[config.mk]
export PLATFORM = sky130hd
export DESIGN_NAME = tbp_ctrl
export DESIGN_NICKNAME = d
export VERILOG_FILES = /design/src/hw/rtl/tbp_pkg.sv /design/src/hw/rtl/tbp_ctrl.sv
export SDC_FILE = /design/constraint.sdc
export NUM_CORES = 1
export LEC_CHECK = 0
export ABC_AREA = 1
export BUFFER_PORTS_ARGS = -buffer_cell sky130_fd_sc_hd__clkbuf_2
export CORE_AREA = 2 2 39 41
export CTS_CLUSTER_SIZE = 12
export DETAILED_ROUTE_END_ITERATION = 12
export DIE_AREA = 0 0 41 43
export GPL_ROUTABILITY_DRIVEN = 0
export PLACE_DENSITY_LB_ADDON = 0.15
export SLEW_MARGIN = 30
export SYNTH_ARGS = -nofsm -noshare
export SYNTH_HDL_FRONTEND = slang
export SYNTH_SLANG_ARGS = --single-unit
[constraint.sdc]
create_clock -name clk_i -period 1 [get_ports clk_i]
set_input_delay 0.1 -clock clk_i [delete_from_list [all_inputs] [get_ports clk_i]]
set_output_delay 0.1 -clock clk_i [all_outputs]
set_load 0.005 [all_outputs]
[src/hw/rtl/tbp_pkg.sv]
// Token bucket policer package: shared widths, codes, FSM state type and
// the command/status structs between controller and datapath.
// No dependencies.
package tbp_pkg;

  localparam int unsigned KEY_W      = 32;
  localparam int unsigned RATE_W     = 32;
  localparam int unsigned BURST_W    = 16;
  localparam int unsigned IDLE_W     = 48;
  localparam int unsigned CFG_IDX_W  = 2;
  localparam int unsigned CFG_DATA_W = 48;
  localparam int unsigned COUNT_O_W  = 7;
  localparam int unsigned RATE_FRAC  = 24;
  // room left in a bucket, in rate units, is always below 2^NEED_W
  localparam int unsigned NEED_W     = BURST_W + RATE_FRAC;
  localparam int unsigned CHUNK_W    = NEED_W / 2;
  localparam int unsigned PP_W       = CHUNK_W + RATE_W;
  localparam int unsigned ACC_W      = NEED_W + RATE_W;

  typedef enum logic [CFG_IDX_W-1:0] {
    CFG_RATE  = 2'd0,
    CFG_BURST = 2'd1,
    CFG_IDLE  = 2'd2
  } tbp_cfg_e;

  typedef enum logic [3:0] {
    S_IDLE,
    S_CHECK,
    S_SCAN,
    S_SWEEP,
    S_RESOLVE,
    S_FETCH,
    S_MUL_LO,
    S_MUL_HI,
    S_REFILL,
    S_UPDATE
  } tbp_state_e;

  typedef enum logic [1:0] {
    RESP_PASS,
    RESP_SWEEP,
    RESP_ALLOC,
    RESP_UPDATE
  } tbp_resp_e;

  typedef struct packed {
    logic      latch;
    logic      scan_en;
    logic      alloc_wr;
    logic      mul_lo;
    logic      mul_hi;
    logic      refill;
    logic      update_wr;
    logic      resp;
    tbp_resp_e resp_kind;
  } tbp_cmd_t;

  typedef struct packed {
    logic is_sweep;
    logic bypass;
    logic scan_done;
    logic hit;
    logic free_found;
  } tbp_stat_t;

endpackage

[src/hw/rtl/tbp_ctrl.sv]
// Policer controller FSM: sequences scan, sweep, refill and write-back.
// Depends on tbp_pkg.
module tbp_ctrl (
  input  logic              clk_i,
  input  logic              rst_ni,
  input  logic              start,
  output logic              busy,
  input  tbp_pkg::tbp_stat_t stat_i,
  output tbp_pkg::tbp_cmd_t  cmd_o
);
  import tbp_pkg::*;

  tbp_state_e state_q, state_d;

  always_ff @(posedge clk_i or negedge rst_ni) begin
    if (!rst_ni) begin
      state_q <= S_IDLE;
    end else begin
      state_q <= state_d;
    end
  end

  always_comb begin
    state_d = state_q;
    unique case (state_q)
      S_IDLE:    if (start) state_d = S_CHECK;
      S_CHECK: begin
        if (stat_i.is_sweep) state_d = S_SWEEP;
        else if (stat_i.bypass) state_d = S_IDLE;
        else state_d = S_SCAN;
      end
      S_SCAN:    if (stat_i.scan_done) state_d = S_RESOLVE;
      S_SWEEP:   if (stat_i.scan_done) state_d = S_IDLE;
      S_RESOLVE: state_d = stat_i.hit ? S_FETCH : S_IDLE;
      S_FETCH:   state_d = S_MUL_LO;
      S_MUL_LO:  state_d = S_MUL_HI;
      S_MUL_HI:  state_d = S_REFILL;
      S_REFILL:  state_d = S_UPDATE;
      S_UPDATE:  state_d = S_IDLE;
      default:   state_d = S_IDLE;
    endcase
  end

  always_comb begin
    cmd_o = '0;
    cmd_o.resp_kind = RESP_PASS;
    unique case (state_q)
      S_IDLE:  cmd_o.latch = start;
      S_CHECK: begin
        if (!stat_i.is_sweep && stat_i.bypass) begin
          cmd_o.resp = 1'b1;
        end
      end
      S_SCAN:  cmd_o.scan_en = 1'b1;
      S_SWEEP: begin
        cmd_o.scan_en = 1'b1;
        if (stat_i.scan_done) begin
          cmd_o.resp      = 1'b1;
          cmd_o.resp_kind = RESP_SWEEP;
        end
      end
      S_RESOLVE: begin
        if (!stat_i.hit) begin
          cmd_o.resp = 1'b1;
          if (stat_i.free_found) begin
            cmd_o.alloc_wr  = 1'b1;
            cmd_o.resp_kind = RESP_ALLOC;
          end
        end
      end
      S_FETCH:  ;
      S_MUL_LO: cmd_o.mul_lo = 1'b1;
      S_MUL_HI: cmd_o.mul_hi = 1'b1;
      S_REFILL: cmd_o.refill = 1'b1;
      S_UPDATE: begin
        cmd_o.update_wr = 1'b1;
        cmd_o.resp      = 1'b1;
        cmd_o.resp_kind = RESP_UPDATE;
      end
      default: ;
    endcase
  end

  assign busy = (state_q != S_IDLE);

endmodule

==> summary.txt, run 1 <==
Layout
  – Area delta synth->final: 126%
  – Layout fillers: 130
  – Register area: 104 um2
  – Nets: 113
  – Area of the multi-input gates: 262 um2
  – Layout Cells excl Fill: 120
  – Layout cells sized above 1: 67.3%
  – Largest reg by FF count: state_q
  – Top Registers: state_q: 4 flops
  – Antenna Cells: 0
  – Max reg flops: 4

Yosys
  – Synth unique cells: 15
  – XOR/XNOR Fraction of Synth Area: 0%
  – Syn_nets: 64
  – Synth Flop Type: dfrtp_1
  – Post-synthesis sequential area ratio: 29.0%
  – EDFF count, synth: 0
  – Synth top area share: 29.0%
  – Ys async rst share: 100%
  – Synth Area in Adders: 0%
  – Mux cell area share after synthesis: 0%
  – Synth warnings: 0
  – Largest family of logic cells by synthesized area: simple AND/OR/NAND/NOR gates
  – Top cells by area, synth: dfrtp_1 29%, nand2_1 14%, inv_1 13%
  – Compound-Gate Fraction of Synth Area: 9.42%
  – Mapped cell area: 345 um2
  – Mapped Avg Cell Area: 6.17 um2
  – Dominant cell type by area after synthesis: dfrtp_1
  – Top-count cell post-synth: nand2_1
  – Synth Area in Simple Gates: 47.5%
  – Mapped Cells: 56
  – Commonest cells post-synth: 13 x nand2_1, 12 x inv_1, 8 x nor2_1
  – #FFs+latches synth: 4

Critical path
  – Crit path DAT: 1250 ps
  – CP cell instances: nor2_2, buf_4, nand3_1, nand4_1, clkbuf_2
  – Setup CP Type: reg2out
  – Critical path's largest stage delay: 450 ps
  – CP max FO: 5
  – Nature of the critical path startpoint: register
  – CP required: 900 ps
  – Crit end category: output port
  – Slowest cell on crit path: dfrtp_2

Routing
  – Total Wirelength: 1290 um
  – DR WL/cell: 10.7 um
  – Vias/cell: 4.36
  – Drt first pass iters: 3
  – DR vias: 523
  – Drt initial violations: 9
  – Routed Antenna Nets: 0
  – DRC violations left: 0

GRT
  – Vias in the first global route: 429
  – Grt met2 use: 23.1%
  – Overflow after GRT: 0
  – Pin count of the biggest net entering global routing: 6
  – Initial antenna violation count: 0
  – GR Util met3: 2.09%
  – Grt met1 use: 19.3%
  – Global Route Usage Sum: 15.9%
  – First-pass GRT wire length: 1820 um
  – Top Usage Layer GRT: met2

Power
  – Design Power: 0.00221 W
  – Pwr dens: 2840 mW/mm2
  – VDD IR-drop max: 0.00140 V
  – Static Leak: 0.453 nW

STA
  – Hold WS: 173 ps
  – Rel. slew slack: 88.4%
  – Final Setup Violations: 15
  – Fmax: 0.739 GHz
  – Hold violation count in the final report: 0
  – Post-layout worst setup margin: -353 ps
  – Clk_skew: 1.41 ps
  – Worst-Margin Slew: 173 ps
  – Final worst-path cycle share: 135%
  – Clock period minus worst slack: 1350 ps
  – Pins Over Slew Limit: 0
  – RSZ-0062 raised after global routing: true

Die
  – Die W: 41 um
  – Placeable Area: 0.00138 mm2
  – Die area: 0.00176 mm2
  – DIE HEIGHT: 43 um
  – Initial Util: 25.0%
  – IO Pins: 19
  – Row count: 14

Run status
  – Failing checks: setup timing
  – Status: complete, but fails checks

Clock network
  – Clk_lat worst skew: 240 ps
  – CTS tree: done
  – Clk sinks: 4
  – Worst-path clk slew: 40 ps
  – Total CTS buffers: 3
  – H-tree depth: 1
  – Clock Tree Buf Depth: 2
  – Root Driver: clkbuf_4

Run
  – Max-cap violations: 0

Placed design
  – Detailed Place HPWL: 817 um
  – Placed cells: 101
  – PortBufs: 18

Worst hold path
  – Hold Path Class: in2reg
-- cell families after synthesis --
| group | after synthesis |
|---|---|
| buf+inv | 13 |
| simple gates | 34 |
| compound gates | 5 |
| flops | 4 |
-- metal layers --
layer	share of wire, %	wire length [um]
met5	0	0
met4	2.6	33
met3	3.4	44
met2	54	700
met1	40	508
-- area by class of cell --
| cell class | count | area share [%] |
|---|---|---|
| Timing Repair Buffer | 44 | 40.9 |
| Clock buffer | 4 | 3.37 |
| Sequential cell | 4 | 13.3 |
| Inverter | 13 | 6.26 |
| Tap cell | 16 | 2.57 |
| Multi-Input combinational cell | 39 | 33.5 |
-- path summary, 6_finish.rpt --
path	startpoint	end	slack, ps	cells past startpoint
setup / recovery	state_q[1]	cmd_o[2]	-350	5
hold / removal	stat_i[2]	state_q[0]	170	4
setup reg to reg	state_q[1]	state_q[0]	-320	8
hold reg to reg	state_q[0]	state_q[3]	700	2
max in group asynchronous	rst_ni	state_q[3]	670	2
min in group asynchronous	rst_ni	state_q[0]	200	2
-- through the flow --
| stage | setup WS, ps | setup TNS (ps) | util [%] | instance area (um2) |
|---|---|---|---|---|
| after floorplan | -14.8 | -14.8 | - | 347 |
| after global placement | -221 | -1050 | 39.0 | 539 |
| after detailed placement | -187 | -1060 | 39.0 | 539 |
| after CTS | -371 | -4170 | 50.5 | 698 |
| after global routing | -412 | -4870 | 56.3 | 779 |
| final | -353 | -3970 | 56.3 | 779 |
-- layout by cell type, fill, tap and decap left out, drive strengths merged --
cell type,synthesis,routed
nand4,1,1
dfrtp,4,4
nor2,11,11
dlygate4sd3,0,1
clkbuf,0,18
nand3,7,7
o21ai,3,3
buf,0,29
inv,13,13
a31oi,1,1
nand2,13,13
nand3b,2,2
o211ai,1,1
-- power breakdown --
group	total (W)	switching [W]	internal, W
sequential	0.000337	0.000102	0.000235
clock	0.000233	0.0000819	0.000151
combinational	0.00164	0.000726	0.000915
-- critical path, delay by kind of cell (launching register included) --
family / cells / cell delay (ps)
DFF: 1 / 450
buffers and inverters: 2 / 240
and+or+nand+nor: 3 / 310
-- repair_timing --
action / CTS / global route
hold endpoints to repair: 4 / 0
gates resized for setup: 9 / 22
hold buffers: 1 / 0
setup endpoints to repair: 14 / 15
setup buffers: 11 / 3
pin swaps: 6 / 8
(Power assumes the default switching activity.)
==> inputs of run 2 (changes only) <==
--- a/config.mk
+++ b/config.mk
@@ -8,6 +8,7 @@
 export ABC_AREA = 1
 export BUFFER_PORTS_ARGS = -buffer_cell sky130_fd_sc_hd__clkbuf_2
 export CORE_AREA = 2 2 39 41
+export CTS_BUF_LIST = sky130_fd_sc_hd__clkbuf_4 sky130_fd_sc_hd__clkbuf_8
 export CTS_CLUSTER_SIZE = 12
 export DETAILED_ROUTE_END_ITERATION = 12
 export DIE_AREA = 0 0 41 43
==> run 2 against run 1 <==
Net effect: the flow still finishes with violations (setup timing); sequential share of layout area is 0.19 points lower; first-iteration DRC count stayed put; flip-flop and latch count stayed put; clock power is 12% higher; worst setup slack better by 2.8 ps; worst hold slack better by 0.73 ps; combinational power hardly changed; final area is 1.4% higher; clock-buffer cell count stayed put; via count is 0.76% higher.
==> summary.txt, run 2 (synthesized netlist as in run 1, its figures left out) <==
Layout
  – Top Registers: state_q: 4 flops
  – Nets: 113 (unchanged)
  – Layout cells sized above 1: 71.2% (+3.8 points)
  – Max reg flops: 4 (unchanged)
  – Design area: 791 um2 (+1.4%)
  – Layout fillers: 126 (-3.1%)
  – Antenna Cells: 0 (unchanged)
  – Area delta synth->final: 129%
  – Most common cell after layout, fill and taps aside: buf_4
  – Largest reg by FF count: state_q
  – Most frequent cells in the layout: 19 x buf_4, 13 x clkbuf_2, 10 x inv_1, 7 x nand2_1

GRT
  – Top Usage Layer GRT: met2
  – First-pass GRT wire length: 1840 um (+0.77%)
  – Vias in the first global route: 434 (+1.2%)
  – Pin count of the biggest net entering global routing: 6 (unchanged)
  – Grt met1 use: 19.3% (unchanged)
  – Initial antenna violation count: 0 (unchanged)
  – Overflow after GRT: 0 (unchanged)
  – GR Util met3: 2.09% (unchanged)
  – Grt met2 use: 23.1% (unchanged)
  – Global Route Usage Sum: 16.2% (+0.30 points)

Critical path
  – Reg-to-reg startpoint: state_q[0]
  – Flop2flop setup slack: -330 ps (about the same)
  – Crit Reg-Reg Endpoint: state_q[0]
  – CP max FO: 5 (unchanged)
  – CP required: 900 ps (about the same)
  – CP cell instances: nor2_2, buf_4, nand3_1, nand4_1, clkbuf_2
  – Critical path's largest stage delay: 440 ps (about the same)
  – Nature of the critical path startpoint: register
  – Slowest cell on crit path: dfrtp_2
  – Worst R2R Path Depth: 8 (unchanged)
  – Crit end category: output port
  – Setup CP Type: reg2out
  – Crit path DAT: 1250 ps (about the same)

Routing
  – Routed Antenna Nets: 0 (unchanged)
  – Total Wirelength: 1290 um (+0.39%)
  – Vias/cell: 4.39 (+0.76%)
  – DR WL/cell: 10.8 um (+0.39%)
  – DRC violations left: 0 (unchanged)
  – Drt initial violations: 9 (unchanged)
  – Drt first pass iters: 3 (unchanged)
  – DR vias: 527 (+0.76%)

Power
  – Reg power frac: 15.0% (-0.3 points)
  – Net switching power figure: 0.000929 W (+2.0%)
  – Combinational share of power: 73.5% (-0.7 points)
  – Static Leak: 0.458 nW (+1.2%)
  – VDD IR-drop max: 0.00145 V (+3.3%)
  – Clock Power Share: 11.5% (+1.0 points)
  – Internal: 0.00134 W (+2.7%)
  – Switching Share: 41.0% (-0.17 points)
  – Design Power: 0.00226 W (+2.4%)
  – Pwr dens: 2860 mW/mm2 (+0.95%)

STA
  – Final Setup Violations: 15 (unchanged)
  – Rel. slew slack: 89.4% (+1.0 points)
  – Fmax: 0.740 GHz (+0.20%)
  – Clk_skew: 2.10 ps (+0.698 ps)
  – Post-layout worst setup margin: -351 ps (+2.76 ps)
  – RSZ-0062 raised after global routing: true
  – Worst-Margin Slew: 158 ps (-15.8 ps)
  – Hold violation count in the final report: 0 (unchanged)
  – Pins Over Slew Limit: 0 (unchanged)
  – Final worst-path cycle share: 135% (-0.28 points)
  – Clock period minus worst slack: 1350 ps (-2.76 ps)

Clock network
  – Total CTS buffers: 3 (unchanged)
  – Root Driver: clkbuf_4
  – CTS tree: done
  – H-tree depth: 1 (unchanged)
  – Worst-path clk slew: 40 ps (about the same)
  – Clock Tree Buf Depth: 2 (unchanged)
  – Clk_lat worst skew: 240 ps (about the same)
  – Clk sinks: 4 (unchanged)

Worst hold path
  – Worst hold start: stat_i[1]
  – Hold Crit Depth: 3 (-1)
  – Hold Path End: state_q[2]
  – Hold Path Class: in2reg

Die
  – DIE HEIGHT: 43 um (unchanged)
  – Placeable Area: 0.00138 mm2 (unchanged)
  – Die area: 0.00176 mm2 (unchanged)
  – IO Pins: 19 (unchanged)
  – Die W: 41 um (unchanged)
  – Row count: 14 (unchanged)
  – Initial Util: 25.0% (unchanged)

Placed design
  – Cell Area, Placed: 539 um2 (unchanged)
  – Detailed Place HPWL: 817 um (unchanged)
  – PortBufs: 18 (unchanged)

Run status
  – Status: complete, but fails checks
  – Failing checks: setup timing

Run
  – Max-cap violations: 0 (unchanged)
-- run 2: critical path: cells and delay by family (launching register included) --
family                 cells  cell delay, ps
buffers and inverters      2             240
DFF                        1             440
and+or+nand+nor            3             310
-- run 2: layer usage --
layer,vias up,wire length (um)
li1,273,-
met1,236,510
met2,13,683
met3,5,49
met4,0,46
met5,-,0
-- run 2: power groups by stage --
stage          clock (W)  sequential, W  combinational (W)
2_1_floorplan          0       0.000296           0.000489
6_report        0.000260       0.000340            0.00166
3_5_place_dp           0       0.000305           0.000990
4_1_cts         0.000274       0.000305            0.00135
3_3_place_gp           0       0.000301           0.000998
5_1_grt         0.000285       0.000346            0.00179
-- run 2: layout make-up --
| class | count | area (um2) | area share, % |
|---|---|---|---|
| Tap cell | 16 | 20.0 | 2.53 |
| Inverter | 13 | 48.8 | 6.17 |
| Multi-Input combinational cell | 39 | 269 | 34.0 |
| Sequential cell | 4 | 104 | 13.1 |
| Timing Repair Buffer | 44 | 319 | 40.3 |
| Clock buffer | 4 | 30.0 | 3.80 |
-- run 2: per-stage QoR --
step / setup slack [ps] / util [%] / instances / TNS, ps / hold slack, ps
6_report: -351 / 57.1 / 120 / -3960 / 174
5_1_grt: -413 / 57.1 / 120 / -4840 / 177
4_1_cts: -376 / 50.9 / 117 / -4220 / 121
3_5_place_dp: -187 / 39.0 / 101 / -1060 / -91.2
3_3_place_gp: -221 / 39.0 / 101 / -1050 / -92.3
2_1_floorplan: -14.8 / - / 56 / -14.8 / -196
-- run 2: how the worst max path moves through the flow --
| stage | from | to | cells after the start |
|---|---|---|---|
| 2_1_floorplan | state_q[3] | state_q[0] | 6 |
| 5_1_grt | state_q[0] | cmd_o[2] | 6 |
| 6_report | state_q[1] | cmd_o[2] | 5 |
| 3_3_place_gp | state_q[3] | cmd_o[2] | 6 |
| 4_1_cts | state_q[3] | cmd_o[2] | 6 |
| 3_5_place_dp | state_q[3] | cmd_o[2] | 6 |
-- run 2: timing repair --
action	in CTS	in global routing
pin swaps	6	8
hold buffers	1	0
resized for setup	10	25
hold endpoints to repair	4	0
buffers inserted	11	3
setup endpoints to repair	14	15
==> inputs of run 3 (changes only) <==
--- a/config.mk
+++ b/config.mk
@@ -13,7 +13,7 @@
 export DETAILED_ROUTE_END_ITERATION = 12
 export DIE_AREA = 0 0 41 43
 export GPL_ROUTABILITY_DRIVEN = 0
-export PLACE_DENSITY_LB_ADDON = 0.15
+export PLACE_DENSITY_LB_ADDON = 0.25
 export SLEW_MARGIN = 30
 export SYNTH_ARGS = -nofsm -noshare
 export SYNTH_HDL_FRONTEND = slang
==> run 3 against run 2 <==
Net effect: the run still ends with setup timing left; combinational power decreased by 17%; utilization decreased by 6.1 points; sequential power increased by 4%; flip-flop and latch count unchanged; clock-buffer cell count unchanged; critical path depth down 1; via count is 7.2% lower; register-to-register slack improved by 170 ps; worst setup slack worse by 39 ps; clock skew rose by 3.2 ps; largest cell class is now multi-input combinational cells; highest routed layer is now met3.
==> summary.txt, run 3 (synthesized netlist as in run 1, its figures left out) <==
Clock network
  – CTS tree: done
  – H-tree depth: 1 (unchanged)
  – Worst-path clk slew: 50 ps (about the same)
  – Clock Tree Buf Depth: 2 (unchanged)
  – Total CTS buffers: 3 (unchanged)
  – Clk sinks: 4 (unchanged)
  – Root Driver: clkbuf_4
  – Clk_lat worst skew: 240 ps (about the same)

Layout
  – Most frequent cells in the layout: 14 x clkbuf_2, 12 x buf_4, 11 x nand2_1, 9 x inv_1, 6 x nor2_4
  – Layout Cells excl Fill: 112 (-6.7%)
  – Layout cells sized above 1: 60.4% (-11 points)
  – Area delta synth->final: 104%
  – Top Registers: state_q: 4 flops
  – Design area: 706 um2 (-11%)
  – Antenna Cells: 0 (unchanged)
  – Max reg flops: 4 (unchanged)
  – Most common cell after layout, fill and taps aside: clkbuf_2
  – Largest reg by FF count: state_q
  – Nets: 105 (-7.1%)

Worst hold path
  – Worst hold start: stat_i[2]
  – Hold Crit Depth: 4 (+1)
  – Hold Path End: state_q[0]
  – Hold Path Class: in2reg

Die
  – IO Pins: 19 (unchanged)
  – Die area: 0.00176 mm2 (unchanged)
  – Die W: 41 um (unchanged)
  – Row count: 14 (unchanged)
  – DIE HEIGHT: 43 um (unchanged)
  – Placeable Area: 0.00138 mm2 (unchanged)
  – Initial Util: 25.0% (unchanged)

STA
  – Fmax: 0.720 GHz (-2.8%)
  – Final worst-path cycle share: 139% (+3.9 points)
  – Hold WS: 156 ps (-18.2 ps)
  – Final Setup Violations: 14 (-1)
  – Rel. slew slack: 87.8% (-1.6 points)
  – Setup_tns: -4040 ps (-81.7 ps)
  – Post-layout worst setup margin: -390 ps (-38.9 ps)
  – Pins Over Slew Limit: 0 (unchanged)
  – RSZ-0062 raised after global routing: true
  – Clock period minus worst slack: 1390 ps (+38.9 ps)
  – Hold violation count in the final report: 0 (unchanged)
  – Worst-Margin Slew: 182 ps (+24.7 ps)
  – Clk_skew: 5.31 ps (+3.20 ps)

GRT
  – Global Route Usage Sum: 15.1% (-1.2 points)
  – First-pass GRT wire length: 1820 um (-0.76%)
  – Pin count of the biggest net entering global routing: 6 (unchanged)
  – Vias in the first global route: 433 (-0.23%)
  – Initial antenna violation count: 0 (unchanged)
  – Overflow after GRT: 0 (unchanged)

Routing
  – DR WL/cell: 10.3 um (-4.1%)
  – Total Wirelength: 1160 um (-10%)
  – Drt initial violations: 5 (-4)
  – Routed Antenna Nets: 0 (unchanged)
  – Drt first pass iters: 4 (+1)
  – DR vias: 489 (-7.2%)
  – DRC violations left: 0 (unchanged)
  – Vias/cell: 4.37 (-0.58%)

Run status
  – Failing checks: setup timing
  – Status: complete, but fails checks

Power
  – Net switching power figure: 0.000856 W (-7.8%)
  – Pwr dens: 2830 mW/mm2 (-1.2%)
  – Design Power: 0.00200 W (-12%)
  – Switching Share: 42.9% (+1.9 points)
  – Internal: 0.00114 W (-15%)
  – Combinational share of power: 69.0% (-4.5 points)
  – Reg power frac: 17.7% (+2.7 points)
  – Static Leak: 0.413 nW (-9.8%)
  – VDD IR-drop max: 0.00144 V (-0.62%)
  – Clock Power Share: 13.2% (+1.7 points)

Critical path
  – CP cell instances: nor2_4, nand3b_1, o21ai_1, buf_2
  – CP max FO: 4 (-1)
  – CP bufs+invs: 1 (-1)
  – Flop2flop setup slack: -160 ps (+170 ps)
  – Worst R2R Path Depth: 7 (-1)
  – Crit-path leading delay family: flip-flops
  – Setup CP Type: reg2out
  – Slowest cell on crit path: dfrtp_2
  – CP required: 900 ps (about the same)
  – Nature of the critical path startpoint: register
  – Crit path DAT: 1290 ps (+40 ps)
  – Critical path's largest stage delay: 460 ps (+20 ps)
  – Reg-to-reg startpoint: state_q[0]
  – Crit end category: output port
  – Crit Reg-Reg Endpoint: state_q[0]

Placed design
  – PortBufs: 18 (unchanged)
  – Cell Area, Placed: 532 um2 (-1.4%)
  – Placed cells: 100 (-0.99%)
  – Detailed Place HPWL: 785 um (-4.0%)

Run
  – Max-cap violations: 0 (unchanged)
-- run 3: how the worst max path moves through the flow --
stage,start,endpoint,slack (ps),cells after the start
floorplan,state_q[3],state_q[0],-10,6
global placement,state_q[3],cmd_o[2],-210,6
detailed placement,state_q[3],cmd_o[2],-200,6
CTS,state_q[3],cmd_o[2],-410,6
global route,state_q[0],cmd_o[1],-450,4
finish,state_q[0],cmd_o[1],-390,4
-- run 3: per-stage QoR --
| stage | setup slack [ps] | utilization, % |
|---|---|---|
| floorplan | -14.8 | - |
| global placement | -206 | 38.4 |
| detailed placement | -205 | 38.4 |
| CTS | -414 | 44.4 |
| global route | -448 | 51.0 |
| finish | -390 | 51.0 |
-- run 3: layout make-up --
| class | count | area [um2] |
|---|---|---|
| clock buffers | 4 | 30.0 |
| fillers | 143 | 678 |
| inverters | 13 | 51.3 |
| multi-input cells | 39 | 254 |
| flip-flops and latches | 4 | 104 |
| well taps | 16 | 20.0 |
| repair buffers | 36 | 246 |
-- run 3: what timing repair did --
action	CTS	global route
hold buffers	1	0
gates resized for setup	9	21
buffers inserted	2	5
endpoints found under the setup margin	15	15
pin swaps	6	7
hold endpoints to repair	4	0
-- run 3: power groups by stage --
stage               logic (W)  registers [W]  clock network [W]
floorplan            0.000489       0.000296                  0
finish                0.00138       0.000354           0.000264
CTS                   0.00108       0.000316           0.000262
detailed placement   0.000940       0.000301                  0
global route          0.00153       0.000364           0.000276
global placement     0.000948       0.000297                  0
-- run 3: worst reg2reg max path: cells and delay by family (launching register included) --
kind                   cells  cell delay, ps
flip-flops                 1             460
AND/OR/NAND/NOR            4             360
AO/OA/AOI/OAI              1              40
buffers and inverters      2             180
-- run 3: routing by layer --
metal,vias up,wire [um],global-route usage (%)
li1,256,-,-
met1,222,489,21.3
met2,11,621,21.6
met3,0,44,3.14
met4,0,0,6.00
met5,-,0,0
